**config.mk**
```make
export PLATFORM = sky130hd
export DESIGN_NAME = checked_integer_list_fold_flat
export DESIGN_NICKNAME = d
export VERILOG_FILES = /design/src/rtl/clf_pkg.sv /design/src/rtl/clf_if.sv /design/src/rtl/clf_mul.sv /design/src/rtl/clf_div.sv /design/src/rtl/clf_dp.sv /design/src/rtl/clf_ctrl.sv /design/src/rtl/checked_integer_list_fold.sv /design/src/flat_wrapper.sv
export SDC_FILE = /design/constraint.sdc
export NUM_CORES = 2
export LEC_CHECK = 0
export BUFFER_PORTS_ARGS = -buffer_cell sky130_fd_sc_hd__buf_2
export CAP_MARGIN = 20
export CORE_UTILIZATION = 40
export CTS_BUF_LIST = sky130_fd_sc_hd__clkbuf_4 sky130_fd_sc_hd__clkbuf_8 sky130_fd_sc_hd__clkbuf_16
export CTS_CLUSTER_SIZE = 20
export DETAILED_ROUTE_END_ITERATION = 16
export HOLD_SLACK_MARGIN = 0.05
export SKIP_CTS_REPAIR_TIMING = 1
export SKIP_LAST_GASP = 1
export SLEW_MARGIN = 10
export SYNTH_ARGS = -nofsm -noshare
export SYNTH_HDL_FRONTEND = slang
export SYNTH_HIERARCHICAL = 1
export SYNTH_SLANG_ARGS = --single-unit
```
**constraint.sdc**
```tcl
create_clock -name clk -period 9.85 [get_ports clk]
set_input_delay 0.4925 -clock clk [delete_from_list [all_inputs] [get_ports clk]]
set_output_delay 0.4925 -clock clk [all_outputs]
set_load 0.03 [all_outputs]
```
**src/rtl/clf_pkg.sv**
```systemverilog
// shared constants, codes and control types of the checked integer list fold
package clf_pkg;

	localparam int DATA_W = 64;
	localparam int HALF_W = DATA_W / 2;
	localparam int OP_W   = 2;
	localparam int ST_W   = 2;
	localparam int PATH_W = 2;

	localparam logic [DATA_W-1:0] SIGNED_MIN = {1'b1, {(DATA_W-1){1'b0}}};

	// operation codes
	localparam logic [OP_W-1:0] OP_ADD = 2'd0;
	localparam logic [OP_W-1:0] OP_SUB = 2'd1;
	localparam logic [OP_W-1:0] OP_MUL = 2'd2;
	localparam logic [OP_W-1:0] OP_DIV = 2'd3;

	// status codes
	localparam logic [ST_W-1:0] ST_OK   = 2'd0;
	localparam logic [ST_W-1:0] ST_TYPE = 2'd1;
	localparam logic [ST_W-1:0] ST_OVF  = 2'd2;
	localparam logic [ST_W-1:0] ST_DIV0 = 2'd3;

	// how the held item is processed
	localparam logic [PATH_W-1:0] PATH_QUICK = 2'd0;
	localparam logic [PATH_W-1:0] PATH_MUL   = 2'd1;
	localparam logic [PATH_W-1:0] PATH_DIV   = 2'd2;

	typedef struct packed {
		logic load_item;
		logic commit_quick;
		logic start_mul;
		logic commit_mul;
		logic start_div;
		logic commit_div;
		logic emit;
	} clf_cmd_t;

	typedef struct packed {
		logic [PATH_W-1:0] path;
		logic              mul_done;
		logic              div_done;
		logic              last;
	} clf_stat_t;

endpackage

```
**src/rtl/clf_if.sv**
```systemverilog
// valid/ready channels for operand items and fold results
interface clf_in_if;
	import clf_pkg::*;

	logic                     valid;
	logic                     ready;
	logic [OP_W-1:0]          cmd;
	logic signed [DATA_W-1:0] operand_value;
	logic                     not_integer;
	logic                     last_operand;

	modport source (output valid, cmd, operand_value, not_integer, last_operand, input ready);
	modport sink (input valid, cmd, operand_value, not_integer, last_operand, output ready);
endinterface

interface clf_out_if;
	import clf_pkg::*;

	logic                     valid;
	logic                     ready;
	logic signed [DATA_W-1:0] fold_result;
	logic [ST_W-1:0]          status;

	modport source (output valid, fold_result, status, input ready);
	modport sink (input valid, fold_result, status, output ready);
endinterface

```
**src/rtl/clf_mul.sv**
```systemverilog
// 64 by 64 wrapping multiply from three passes of one shared 32 by 32 multiplier
module clf_mul (
	input  logic                       clk,
	input  logic                       arst_n,
	input  logic                       start,
	input  logic [clf_pkg::DATA_W-1:0] a,
	input  logic [clf_pkg::DATA_W-1:0] b,
	output logic                       done,
	output logic [clf_pkg::DATA_W-1:0] product
);
	import clf_pkg::*;

	localparam logic [1:0] STEP_LL   = 2'd0;
	localparam logic [1:0] STEP_LH   = 2'd1;
	localparam logic [1:0] STEP_HL   = 2'd2;
	localparam logic [1:0] STEP_LAST = 2'd3;

	logic              busy_q;
	logic [1:0]        step_q;
	logic [DATA_W-1:0] a_q;
	logic [DATA_W-1:0] b_q;
	logic [DATA_W-1:0] lo_q;
	logic [HALF_W-1:0] cross_q;
	logic [HALF_W-1:0] op_x;
	logic [HALF_W-1:0] op_y;
	logic [DATA_W-1:0] prod;

	always_comb begin
		case (step_q)
			STEP_LL: begin
				op_x = a_q[HALF_W-1:0];
				op_y = b_q[HALF_W-1:0];
			end
			STEP_LH: begin
				op_x = a_q[HALF_W-1:0];
				op_y = b_q[DATA_W-1:HALF_W];
			end
			default: begin
				op_x = a_q[DATA_W-1:HALF_W];
				op_y = b_q[HALF_W-1:0];
			end
		endcase
	end

	assign prod = DATA_W'(op_x) * DATA_W'(op_y);

	always_ff @(posedge clk or negedge arst_n) begin
		if (!arst_n) begin
			busy_q <= 1'b0;
			step_q <= STEP_LL;
		end else if (start) begin
			busy_q <= 1'b1;
			step_q <= STEP_LL;
		end else if (busy_q) begin
			if (step_q == STEP_LAST) begin
				busy_q <= 1'b0;
			end else begin
				step_q <= step_q + 2'd1;
			end
		end
	end

	always_ff @(posedge clk) begin
		if (start) begin
			a_q <= a;
			b_q <= b;
		end else if (busy_q) begin
			case (step_q)
				STEP_LL: lo_q <= prod;
				STEP_LH: cross_q <= prod[HALF_W-1:0];
				STEP_HL: cross_q <= cross_q + prod[HALF_W-1:0];
				default: ;
			endcase
		end
	end

	assign done    = busy_q && (step_q == STEP_LAST);
	assign product = lo_q + {cross_q, {HALF_W{1'b0}}};

endmodule

```
**src/rtl/clf_div.sv**
```systemverilog
// signed truncating divide, restoring shift-subtract one quotient bit per cycle
module clf_div (
	input  logic                       clk,
	input  logic                       arst_n,
	input  logic                       start,
	input  logic [clf_pkg::DATA_W-1:0] dividend,
	input  logic [clf_pkg::DATA_W-1:0] divisor,
	output logic                       done,
	output logic [clf_pkg::DATA_W-1:0] quotient
);
	import clf_pkg::*;

	localparam int CNT_W = $clog2(DATA_W) + 1;

	logic              busy_q;
	logic [CNT_W-1:0]  cnt_q;
	logic              neg_q;
	logic [DATA_W-1:0] quo_q;
	logic [DATA_W-1:0] dvs_q;
	logic [DATA_W:0]   rem_q;
	logic [DATA_W:0]   rem_shift;
	logic [DATA_W:0]   rem_next;
	logic              ge;
	logic              last_step;
	logic [DATA_W-1:0] mag_n;
	logic [DATA_W-1:0] mag_d;

	assign mag_n = dividend[DATA_W-1] ? (DATA_W'(0) - dividend) : dividend;
	assign mag_d = divisor[DATA_W-1] ? (DATA_W'(0) - divisor) : divisor;

	assign rem_shift = {rem_q[DATA_W-1:0], quo_q[DATA_W-1]};
	assign ge        = rem_shift >= {1'b0, dvs_q};
	assign rem_next  = ge ? (rem_shift - {1'b0, dvs_q}) : rem_shift;
	assign last_step = cnt_q == CNT_W'(DATA_W);

	always_ff @(posedge clk or negedge arst_n) begin
		if (!arst_n) begin
			busy_q <= 1'b0;
			cnt_q  <= '0;
		end else if (start) begin
			busy_q <= 1'b1;
			cnt_q  <= '0;
		end else if (busy_q) begin
			if (last_step) begin
				busy_q <= 1'b0;
			end else begin
				cnt_q <= cnt_q + CNT_W'(1);
			end
		end
	end

	always_ff @(posedge clk) begin
		if (start) begin
			quo_q <= mag_n;
			dvs_q <= mag_d;
			rem_q <= '0;
			neg_q <= dividend[DATA_W-1] ^ divisor[DATA_W-1];
		end else if (busy_q && !last_step) begin
			quo_q <= {quo_q[DATA_W-2:0], ge};
			rem_q <= rem_next;
		end
	end

	assign done     = busy_q && last_step;
	assign quotient = neg_q ? (DATA_W'(0) - quo_q) : quo_q;

endmodule

```
**src/rtl/clf_dp.sv**
```systemverilog
// datapath: held item, accumulator, error state, arithmetic units and result register
module clf_dp (
	input  logic                              clk,
	input  logic                              arst_n,
	input  clf_pkg::clf_cmd_t                 ctl,
	output clf_pkg::clf_stat_t                stat,
	input  logic [clf_pkg::OP_W-1:0]          cmd,
	input  logic signed [clf_pkg::DATA_W-1:0] operand_value,
	input  logic                              not_integer,
	input  logic                              last_operand,
	output logic signed [clf_pkg::DATA_W-1:0] fold_result,
	output logic [clf_pkg::ST_W-1:0]          status
);
	import clf_pkg::*;

	logic [OP_W-1:0]   cmd_q;
	logic [DATA_W-1:0] val_q;
	logic              bad_q;
	logic              last_q;

	logic [DATA_W-1:0] acc_q;
	logic [OP_W-1:0]   op_q;
	logic [ST_W-1:0]   err_q;
	logic              first_q;

	logic [DATA_W-1:0] res_q;
	logic [ST_W-1:0]   st_q;

	logic [DATA_W-1:0] sum;
	logic [DATA_W-1:0] diff;
	logic              add_ovf;
	logic              sub_ovf;
	logic              div_zero;
	logic              div_ovf;
	logic [PATH_W-1:0] path;
	logic              mul_done;
	logic              div_done;
	logic [DATA_W-1:0] mul_prod;
	logic [DATA_W-1:0] div_quo;

	assign sum      = acc_q + val_q;
	assign diff     = acc_q - val_q;
	assign add_ovf  = (acc_q[DATA_W-1] == val_q[DATA_W-1]) && (sum[DATA_W-1] != acc_q[DATA_W-1]);
	assign sub_ovf  = (acc_q[DATA_W-1] != val_q[DATA_W-1]) && (diff[DATA_W-1] != acc_q[DATA_W-1]);
	assign div_zero = val_q == '0;
	assign div_ovf  = (acc_q == SIGNED_MIN) && (val_q == '1);

	always_comb begin
		path = PATH_QUICK;
		if (!first_q && (err_q == ST_OK) && !bad_q) begin
			case (op_q)
				OP_MUL: path = PATH_MUL;
				OP_DIV: path = (div_zero || div_ovf) ? PATH_QUICK : PATH_DIV;
				default: path = PATH_QUICK;
			endcase
		end
	end

	assign stat.path     = path;
	assign stat.mul_done = mul_done;
	assign stat.div_done = div_done;
	assign stat.last     = last_q;

	clf_mul u_mul (
		.clk     (clk),
		.arst_n  (arst_n),
		.start   (ctl.start_mul),
		.a       (acc_q),
		.b       (val_q),
		.done    (mul_done),
		.product (mul_prod)
	);

	clf_div u_div (
		.clk      (clk),
		.arst_n   (arst_n),
		.start    (ctl.start_div),
		.dividend (acc_q),
		.divisor  (val_q),
		.done     (div_done),
		.quotient (div_quo)
	);

	always_ff @(posedge clk) begin
		if (ctl.load_item) begin
			cmd_q  <= cmd;
			val_q  <= operand_value;
			bad_q  <= not_integer;
			last_q <= last_operand;
		end
		if (ctl.emit) begin
			res_q <= (err_q == ST_OK) ? acc_q : '0;
			st_q  <= err_q;
		end
	end

	always_ff @(posedge clk or negedge arst_n) begin
		if (!arst_n) begin
			acc_q   <= '0;
			op_q    <= OP_ADD;
			err_q   <= ST_OK;
			first_q <= 1'b1;
		end else if (ctl.emit) begin
			// end of list: back to the fresh state
			acc_q   <= '0;
			op_q    <= OP_ADD;
			err_q   <= ST_OK;
			first_q <= 1'b1;
		end else if (ctl.commit_quick) begin
			if (first_q) begin
				op_q    <= cmd_q;
				first_q <= 1'b0;
				if (bad_q) begin
					err_q <= ST_TYPE;
					acc_q <= '0;
				end else begin
					acc_q <= val_q;
				end
			end else if (err_q == ST_OK) begin
				if (bad_q) begin
					err_q <= ST_TYPE;
				end else begin
					case (op_q)
						OP_ADD: begin
							if (add_ovf) err_q <= ST_OVF;
							else acc_q <= sum;
						end
						OP_SUB: begin
							if (sub_ovf) err_q <= ST_OVF;
							else acc_q <= diff;
						end
						OP_DIV: begin
							if (div_zero) err_q <= ST_DIV0;
							else if (div_ovf) err_q <= ST_OVF;
						end
						default: ;
					endcase
				end
			end
		end else if (ctl.commit_mul) begin
			acc_q <= mul_prod;
		end else if (ctl.commit_div) begin
			acc_q <= div_quo;
		end
	end

	assign fold_result = res_q;
	assign status      = st_q;

endmodule

```
**src/rtl/clf_ctrl.sv**
```systemverilog
// controller: item handshake, operation sequencing and result handshake
module clf_ctrl (
	input  logic               clk,
	input  logic               arst_n,
	input  logic               in_valid,
	output logic               in_ready,
	output logic               out_valid,
	input  logic               out_ready,
	input  clf_pkg::clf_stat_t stat,
	output clf_pkg::clf_cmd_t  ctl
);
	import clf_pkg::*;

	localparam logic [2:0] S_IDLE   = 3'd0;
	localparam logic [2:0] S_DECIDE = 3'd1;
	localparam logic [2:0] S_MUL    = 3'd2;
	localparam logic [2:0] S_DIV    = 3'd3;
	localparam logic [2:0] S_DONE   = 3'd4;

	logic [2:0] state_q;
	logic [2:0] state_d;
	logic       out_valid_q;

	assign in_ready  = state_q == S_IDLE;
	assign out_valid = out_valid_q;

	always_comb begin
		ctl     = '0;
		state_d = state_q;
		case (state_q)
			S_IDLE: begin
				if (in_valid) begin
					ctl.load_item = 1'b1;
					state_d       = S_DECIDE;
				end
			end
			S_DECIDE: begin
				case (stat.path)
					PATH_MUL: begin
						ctl.start_mul = 1'b1;
						state_d       = S_MUL;
					end
					PATH_DIV: begin
						ctl.start_div = 1'b1;
						state_d       = S_DIV;
					end
					default: begin
						ctl.commit_quick = 1'b1;
						state_d          = S_DONE;
					end
				endcase
			end
			S_MUL: begin
				if (stat.mul_done) begin
					ctl.commit_mul = 1'b1;
					state_d        = S_DONE;
				end
			end
			S_DIV: begin
				if (stat.div_done) begin
					ctl.commit_div = 1'b1;
					state_d        = S_DONE;
				end
			end
			S_DONE: begin
				// last item waits here until the result register is free
				if (!stat.last) begin
					state_d = S_IDLE;
				end else if (!out_valid_q || out_ready) begin
					ctl.emit = 1'b1;
					state_d  = S_IDLE;
				end
			end
			default: state_d = S_IDLE;
		endcase
	end

	always_ff @(posedge clk or negedge arst_n) begin
		if (!arst_n) begin
			state_q     <= S_IDLE;
			out_valid_q <= 1'b0;
		end else begin
			state_q <= state_d;
			if (ctl.emit) begin
				out_valid_q <= 1'b1;
			end else if (out_ready) begin
				out_valid_q <= 1'b0;
			end
		end
	end

endmodule

```
**src/rtl/checked_integer_list_fold.sv**
```systemverilog
// Each item is loaded, then committed directly (a first item, add, subtract, a
// non-integer item, a divide by zero or minimum over minus one, or an item after an
// error), multiplied in three passes of the shared 32x32 multiplier, or divided in
// the shift-subtract divider at one quotient bit per cycle. No new item is taken
// until the previous one is done. A last item's result is registered once it commits,
// later while an earlier result is held. Reset clears the accumulator and error state.
module checked_integer_list_fold (
	input logic      clk,
	input logic      arst_n,
	clf_in_if.sink   operand,
	clf_out_if.source result
);
	import clf_pkg::*;

	clf_cmd_t  ctl;
	clf_stat_t stat;

	clf_ctrl u_ctrl (
		.clk       (clk),
		.arst_n    (arst_n),
		.in_valid  (operand.valid),
		.in_ready  (operand.ready),
		.out_valid (result.valid),
		.out_ready (result.ready),
		.stat      (stat),
		.ctl       (ctl)
	);

	clf_dp u_dp (
		.clk           (clk),
		.arst_n        (arst_n),
		.ctl           (ctl),
		.stat          (stat),
		.cmd           (operand.cmd),
		.operand_value (operand.operand_value),
		.not_integer   (operand.not_integer),
		.last_operand  (operand.last_operand),
		.fold_result   (result.fold_result),
		.status        (result.status)
	);

endmodule

```
**src/flat_wrapper.sv**
```systemverilog
// flat-port wrapper written by rule: the top's interface ports become plain ports
module checked_integer_list_fold_flat import clf_pkg::*;
  (clk, arst_n, operand_valid, operand_cmd, operand_operand_value, operand_not_integer, operand_last_operand, operand_ready, result_valid, result_fold_result, result_status, result_ready);
  clf_in_if operand_i ();
  clf_out_if result_i ();
  input logic clk;
  input logic arst_n;
  input wire logic [$bits(operand_i.valid)-1:0] operand_valid;
  input wire logic [$bits(operand_i.cmd)-1:0] operand_cmd;
  input wire logic [$bits(operand_i.operand_value)-1:0] operand_operand_value;
  input wire logic [$bits(operand_i.not_integer)-1:0] operand_not_integer;
  input wire logic [$bits(operand_i.last_operand)-1:0] operand_last_operand;
  output wire logic [$bits(operand_i.ready)-1:0] operand_ready;
  output wire logic [$bits(result_i.valid)-1:0] result_valid;
  output wire logic [$bits(result_i.fold_result)-1:0] result_fold_result;
  output wire logic [$bits(result_i.status)-1:0] result_status;
  input wire logic [$bits(result_i.ready)-1:0] result_ready;
  assign operand_i.valid = operand_valid;
  assign operand_i.cmd = operand_cmd;
  assign operand_i.operand_value = operand_operand_value;
  assign operand_i.not_integer = operand_not_integer;
  assign operand_i.last_operand = operand_last_operand;
  assign operand_ready = operand_i.ready;
  assign result_valid = result_i.valid;
  assign result_fold_result = result_i.fold_result;
  assign result_status = result_i.status;
  assign result_i.ready = result_ready;
  checked_integer_list_fold u_core (.clk(clk), .arst_n(arst_n), .operand(operand_i), .result(result_i));
endmodule
```
==> flow_summary.html <==
<table>
<tr><th>Metric</th><th>Value</th></tr>
<tr><th colspan="2">Critical path</th></tr>
<tr><td>Critical-path top delay cell</td><td>sky130_fd_sc_hd__fa_1</td></tr>
<tr><td>Worst Setup Start Kind</td><td>flip-flop</td></tr>
<tr><td>Setup crit end kind</td><td>flip-flop</td></tr>
<tr><td>Cell occurring most often along the worst timing path</td><td>sky130_fd_sc_hd__fa_1</td></tr>
<tr><td>Worst EP required</td><td>10310 ps</td></tr>
<tr><td>Data arrival time at the worst-slack endpoint</td><td>10030 ps</td></tr>
<tr><td>Critical path start-end classification</td><td>reg -&gt; reg</td></tr>
<tr><td>Crit Path Max Fanout</td><td>13</td></tr>
<tr><td>Delay of the slowest cell on the worst path</td><td>520 ps</td></tr>
<tr><th colspan="2">Drt</th></tr>
<tr><td>WL/cell</td><td>27.1 µm</td></tr>
<tr><td>Initial drt markers</td><td>7472</td></tr>
<tr><td>Post-DRT Antenna Nets</td><td>0</td></tr>
<tr><td>WL met2</td><td>136 mm</td></tr>
<tr><td>Residual DRC count</td><td>0</td></tr>
<tr><td>Wire length reported by the detailed router</td><td>307 mm</td></tr>
<tr><td>Vias</td><td>66500</td></tr>
<tr><td>Total met3 wirelength after detailed routing</td><td>32.2 mm</td></tr>
<tr><td>Routed met1 length</td><td>122 mm</td></tr>
<tr><td>Pre-Repair DR Iteration Count</td><td>8</td></tr>
<tr><td>Topmost layer with routed signal wires</td><td>met5</td></tr>
<tr><td>Vias per inst</td><td>5.87</td></tr>
<tr><th colspan="2">Synth</th></tr>
<tr><td>Portion of the post-synthesis area used by sequential elements</td><td>0.231</td></tr>
<tr><td>Net count of the mapped netlist</td><td>10100</td></tr>
<tr><td>Main area contributors after synthesis</td><td>sky130_fd_sc_hd__fa_1 (23%), sky130_fd_sc_hd__edfxtp_1 (19%), sky130_fd_sc_hd__ha_1 (8.5%)</td></tr>
<tr><td>Syn Std Cell Area</td><td>78000 µm²</td></tr>
<tr><td>Post-synth EDFFs</td><td>487</td></tr>
<tr><td>Fraction of post-synthesis cell area in the top cell type by area</td><td>0.231</td></tr>
<tr><td>Largest area contributor in the netlist</td><td>sky130_fd_sc_hd__fa_1</td></tr>
<tr><td>Count of distinct cell types in the synthesized netlist</td><td>126</td></tr>
<tr><td>Synthesis Warnings</td><td>6</td></tr>
<tr><td>Post-synthesis register bit count</td><td>635</td></tr>
<tr><td>Ranking of synthesized cells by instance count</td><td>sky130_fd_sc_hd__inv_1 (1138), sky130_fd_sc_hd__nand2_1 (941), sky130_fd_sc_hd__fa_1 (901), sky130_fd_sc_hd__nor2_1 (824), sky130_fd_sc_hd__ha_1 (529)</td></tr>
<tr><td>Mean Syn Cell Area</td><td>9.11 µm²</td></tr>
<tr><td>Cell with the most instances after synthesis</td><td>sky130_fd_sc_hd__inv_1</td></tr>
<tr><td>Proportion of synthesized flip-flops having asynchronous set or reset</td><td>0.132</td></tr>
<tr><td>Post-synthesis instance total</td><td>8565</td></tr>
<tr><td>Dominant register cell in the synthesized netlist</td><td>sky130_fd_sc_hd__edfxtp_1</td></tr>
<tr><th colspan="2">Clock network</th></tr>
<tr><td>Clock network latency to the later pin of the worst-skew pair</td><td>710 ps</td></tr>
<tr><td>H-tree depth</td><td>3</td></tr>
<tr><td>Clk pin slew, worst setup/hold paths</td><td>60 ps</td></tr>
<tr><td>TritonCTS clock tree</td><td>done</td></tr>
<tr><td>Count of clock tree sinks</td><td>635</td></tr>
<tr><td>Clock buffer count from CTS</td><td>76</td></tr>
<tr><td>CTS Root Cell</td><td>sky130_fd_sc_hd__clkbuf_16</td></tr>
<tr><td>Clock buffer depth</td><td>3</td></tr>
<tr><th colspan="2">Die</th></tr>
<tr><td>Core Region</td><td>193000 µm²</td></tr>
<tr><td>Number of I/O pins</td><td>140</td></tr>
<tr><td>Vert. Die Dim</td><td>444 µm</td></tr>
<tr><td>Die outline width</td><td>444 µm</td></tr>
<tr><td>Starting density of the core</td><td>0.404</td></tr>
<tr><td>Die area</td><td>197000 µm²</td></tr>
<tr><td>Row count</td><td>161</td></tr>
<tr><th colspan="2">Outcome</th></tr>
<tr><td>Status</td><td>finished, final reports clean</td></tr>
<tr><th colspan="2">STA</th></tr>
<tr><td>Maximum clock rate</td><td>104 MHz</td></tr>
<tr><td>Hold Violations, Final</td><td>0</td></tr>
<tr><td>Finish-stage setup viols</td><td>0</td></tr>
<tr><td>Post-layout minimum cycle time</td><td>9580 ps</td></tr>
<tr><td>Setup Skew</td><td>30.6 ps</td></tr>
<tr><td>Normalized max-slew margin</td><td>0.148</td></tr>
<tr><td>Setup slack of the critical path after layout</td><td>273 ps</td></tr>
<tr><td>Number of pins exceeding their max-slew limit in the final report</td><td>0</td></tr>
<tr><td>Slew of the pin with the lowest slew margin</td><td>1280 ps</td></tr>
<tr><td>Final cycle utilization of the critical path</td><td>0.972</td></tr>
<tr><th colspan="2">Global route</th></tr>
<tr><td>Antenna violations before repair</td><td>22</td></tr>
<tr><td>Maximum number of pins on one net before global-route repair</td><td>92</td></tr>
<tr><td>Global-route total usage across every layer</td><td>0.308</td></tr>
<tr><td>First-pass GRT wire length</td><td>448 mm</td></tr>
<tr><td>Number of global-route vias before repair</td><td>66200</td></tr>
<tr><td>Gr ovfl total</td><td>0</td></tr>
<tr><th colspan="2">Place</th></tr>
<tr><td>Placer's final routability congestion estimate</td><td>1.01</td></tr>
<tr><td>Count of input and output buffers</td><td>139</td></tr>
<tr><td>DPL Wire Length</td><td>243 mm</td></tr>
<tr><td>Number of placed cells counting well taps</td><td>11100</td></tr>
<tr><td>Post-Place Worst Slack</td><td>278 ps</td></tr>
<tr><th colspan="2">Cells and area</th></tr>
<tr><td>Final cell count without fillers</td><td>11300</td></tr>
<tr><td>Area grow syn2layout</td><td>10.8%</td></tr>
<tr><td>Fraction of final layout cells sized beyond drive strength 1</td><td>0.106</td></tr>
<tr><td>Count of filler cells inserted in the layout</td><td>18500</td></tr>
<tr><td>Post-layout net count</td><td>10200</td></tr>
<tr><th colspan="2">Worst hold path</th></tr>
<tr><td>Kind of path behind the tightest hold check</td><td>in -&gt; reg</td></tr>
<tr><th colspan="2">Flow run</th></tr>
<tr><td>Number of max-cap violations</td><td>0</td></tr>
</table>
-- stage by stage --
step / TNS (ps) / area (µm²) / util / hold slack [ps]
3_5_place_dp: 0 / 82900 / 0.429 / 416
4_1_cts: 0 / 85500 / 0.443 / -338
3_3_place_gp: 0 / 82900 / 0.429 / 424
2_1_floorplan: 0 / 78000 / - / 197
6_report: 0 / 86400 / 0.447 / 132
5_1_grt: -56.9 / 86400 / 0.447 / 155
-- flip-flops by register name (all words and copies together), names as in the netlist, 32 cells and up --
| name | cells |
|---|---|
| u_core/u_dp/u_div/quo_q | 64 |
| u_core/u_dp/u_mul/cross_q | 32 |
| u_core/u_dp/acc_q | 64 |
| u_core/u_dp/u_div/dvs_q | 64 |
| u_core/u_dp/u_div/rem_q | 64 |
| u_core/u_dp/u_mul/lo_q | 64 |
| u_core/u_dp/fold_result | 64 |
| u_core/u_dp/val_q | 64 |
| u_core/u_dp/u_mul/a_q | 64 |
| u_core/u_dp/u_mul/b_q | 64 |
-- cell families (layout without fill, tap and decap cells) --
group	after synthesis	after routing	share of synthesized area
AND/OR/NAND/NOR	2603	2603	0.152
AO/OA/AOI/OAI	1605	1605	0.137
buffers and inverters	1604	1843	0.0806
adder cells (fa/ha/maj)	1430	1430	0.316
flip-flops	635	635	0.231
XOR/XNOR	405	405	0.0455
multiplexers	283	283	0.0385
other	0	5	0
-- critical path: cells and delay by family, from the launching register on --
family                   cells  cell delay [ps]
buffers and inverters        8             1130
adder cells (fa/ha/maj)     11             4670
flip-flops                   1              420
multiplexers                 2              500
AND/OR/NAND/NOR              3              460
XOR/XNOR                     2              640
AO/OA/AOI/OAI                8             1510
-- final timing paths --
check	from	to	slack [ps]	cells past startpoint
max reg2reg	u_core/u_dp/u_mul/step_q[0]$_DFFE_PN0P_	u_core/u_dp/u_mul/cross_q[26]$_DFFE_PP_	270	34
min reg2reg	u_core/u_dp/u_div/rem_q[43]$_SDFFE_PP0P_	u_core/u_dp/u_div/rem_q[43]$_SDFFE_PP0P_	480	2
min in group asynchronous	arst_n	u_core/u_dp/acc_q[57]$_DFFE_PN0P_	240	2
min	result_ready	u_core/u_ctrl/state_q[2]$_DFFE_PN0P_	130	3
max	u_core/u_dp/u_mul/step_q[0]$_DFFE_PN0P_	u_core/u_dp/u_mul/cross_q[26]$_DFFE_PP_	270	34
max in group asynchronous	arst_n	u_core/u_dp/acc_q[63]$_DFFE_PN0P_	8190	3
-- cells in the final DEF (no fill, tap or decap), types with 69 or more instances in the layout --
cell and count:
sky130_fd_sc_hd__a211oi_1 92, sky130_fd_sc_hd__a21o_1 145, sky130_fd_sc_hd__a21oi_1 488, sky130_fd_sc_hd__and2_1 85, sky130_fd_sc_hd__buf_2 138, sky130_fd_sc_hd__buf_4 329, sky130_fd_sc_hd__clkbuf_16 78, sky130_fd_sc_hd__dfrtp_1 81
sky130_fd_sc_hd__dlygate4sd3_1 69, sky130_fd_sc_hd__edfxtp_1 487, sky130_fd_sc_hd__fa_1 901, sky130_fd_sc_hd__ha_1 526, sky130_fd_sc_hd__inv_1 1137, sky130_fd_sc_hd__mux2_2 133, sky130_fd_sc_hd__mux2i_1 123, sky130_fd_sc_hd__nand2_1 939
sky130_fd_sc_hd__nand3_1 100, sky130_fd_sc_hd__nand4_1 105, sky130_fd_sc_hd__nor2_1 822, sky130_fd_sc_hd__nor3_1 120, sky130_fd_sc_hd__nor4_1 88, sky130_fd_sc_hd__o21ai_0 285, sky130_fd_sc_hd__o31ai_1 97, sky130_fd_sc_hd__xnor2_1 264
sky130_fd_sc_hd__xor2_1 136
-- layer usage --
metal / global-route usage / vias to the layer above
met3: 0.0867 / 709
met1: 0.399 / 33200
met4: 0.137 / 8
li1: - / 29200
met2: 0.478 / 3328
met5: 0.00562 / -
-- final cells by class --
type                       count  area (µm²)  share of cell area
multi-input combinational   6326       54000               0.625
clock buffer                  95        2110              0.0244
clock inverter                46         526             0.00608
timing repair buffer         561        4310              0.0499
inverter                    1141        4280              0.0495
tap                         2526        3160              0.0366
sequential                   635       18000               0.208
antenna                        5        12.5            0.000145
Power is not shown: default switching activity piles up to over one toggle a cycle in this logic, so the estimate is an artifact.
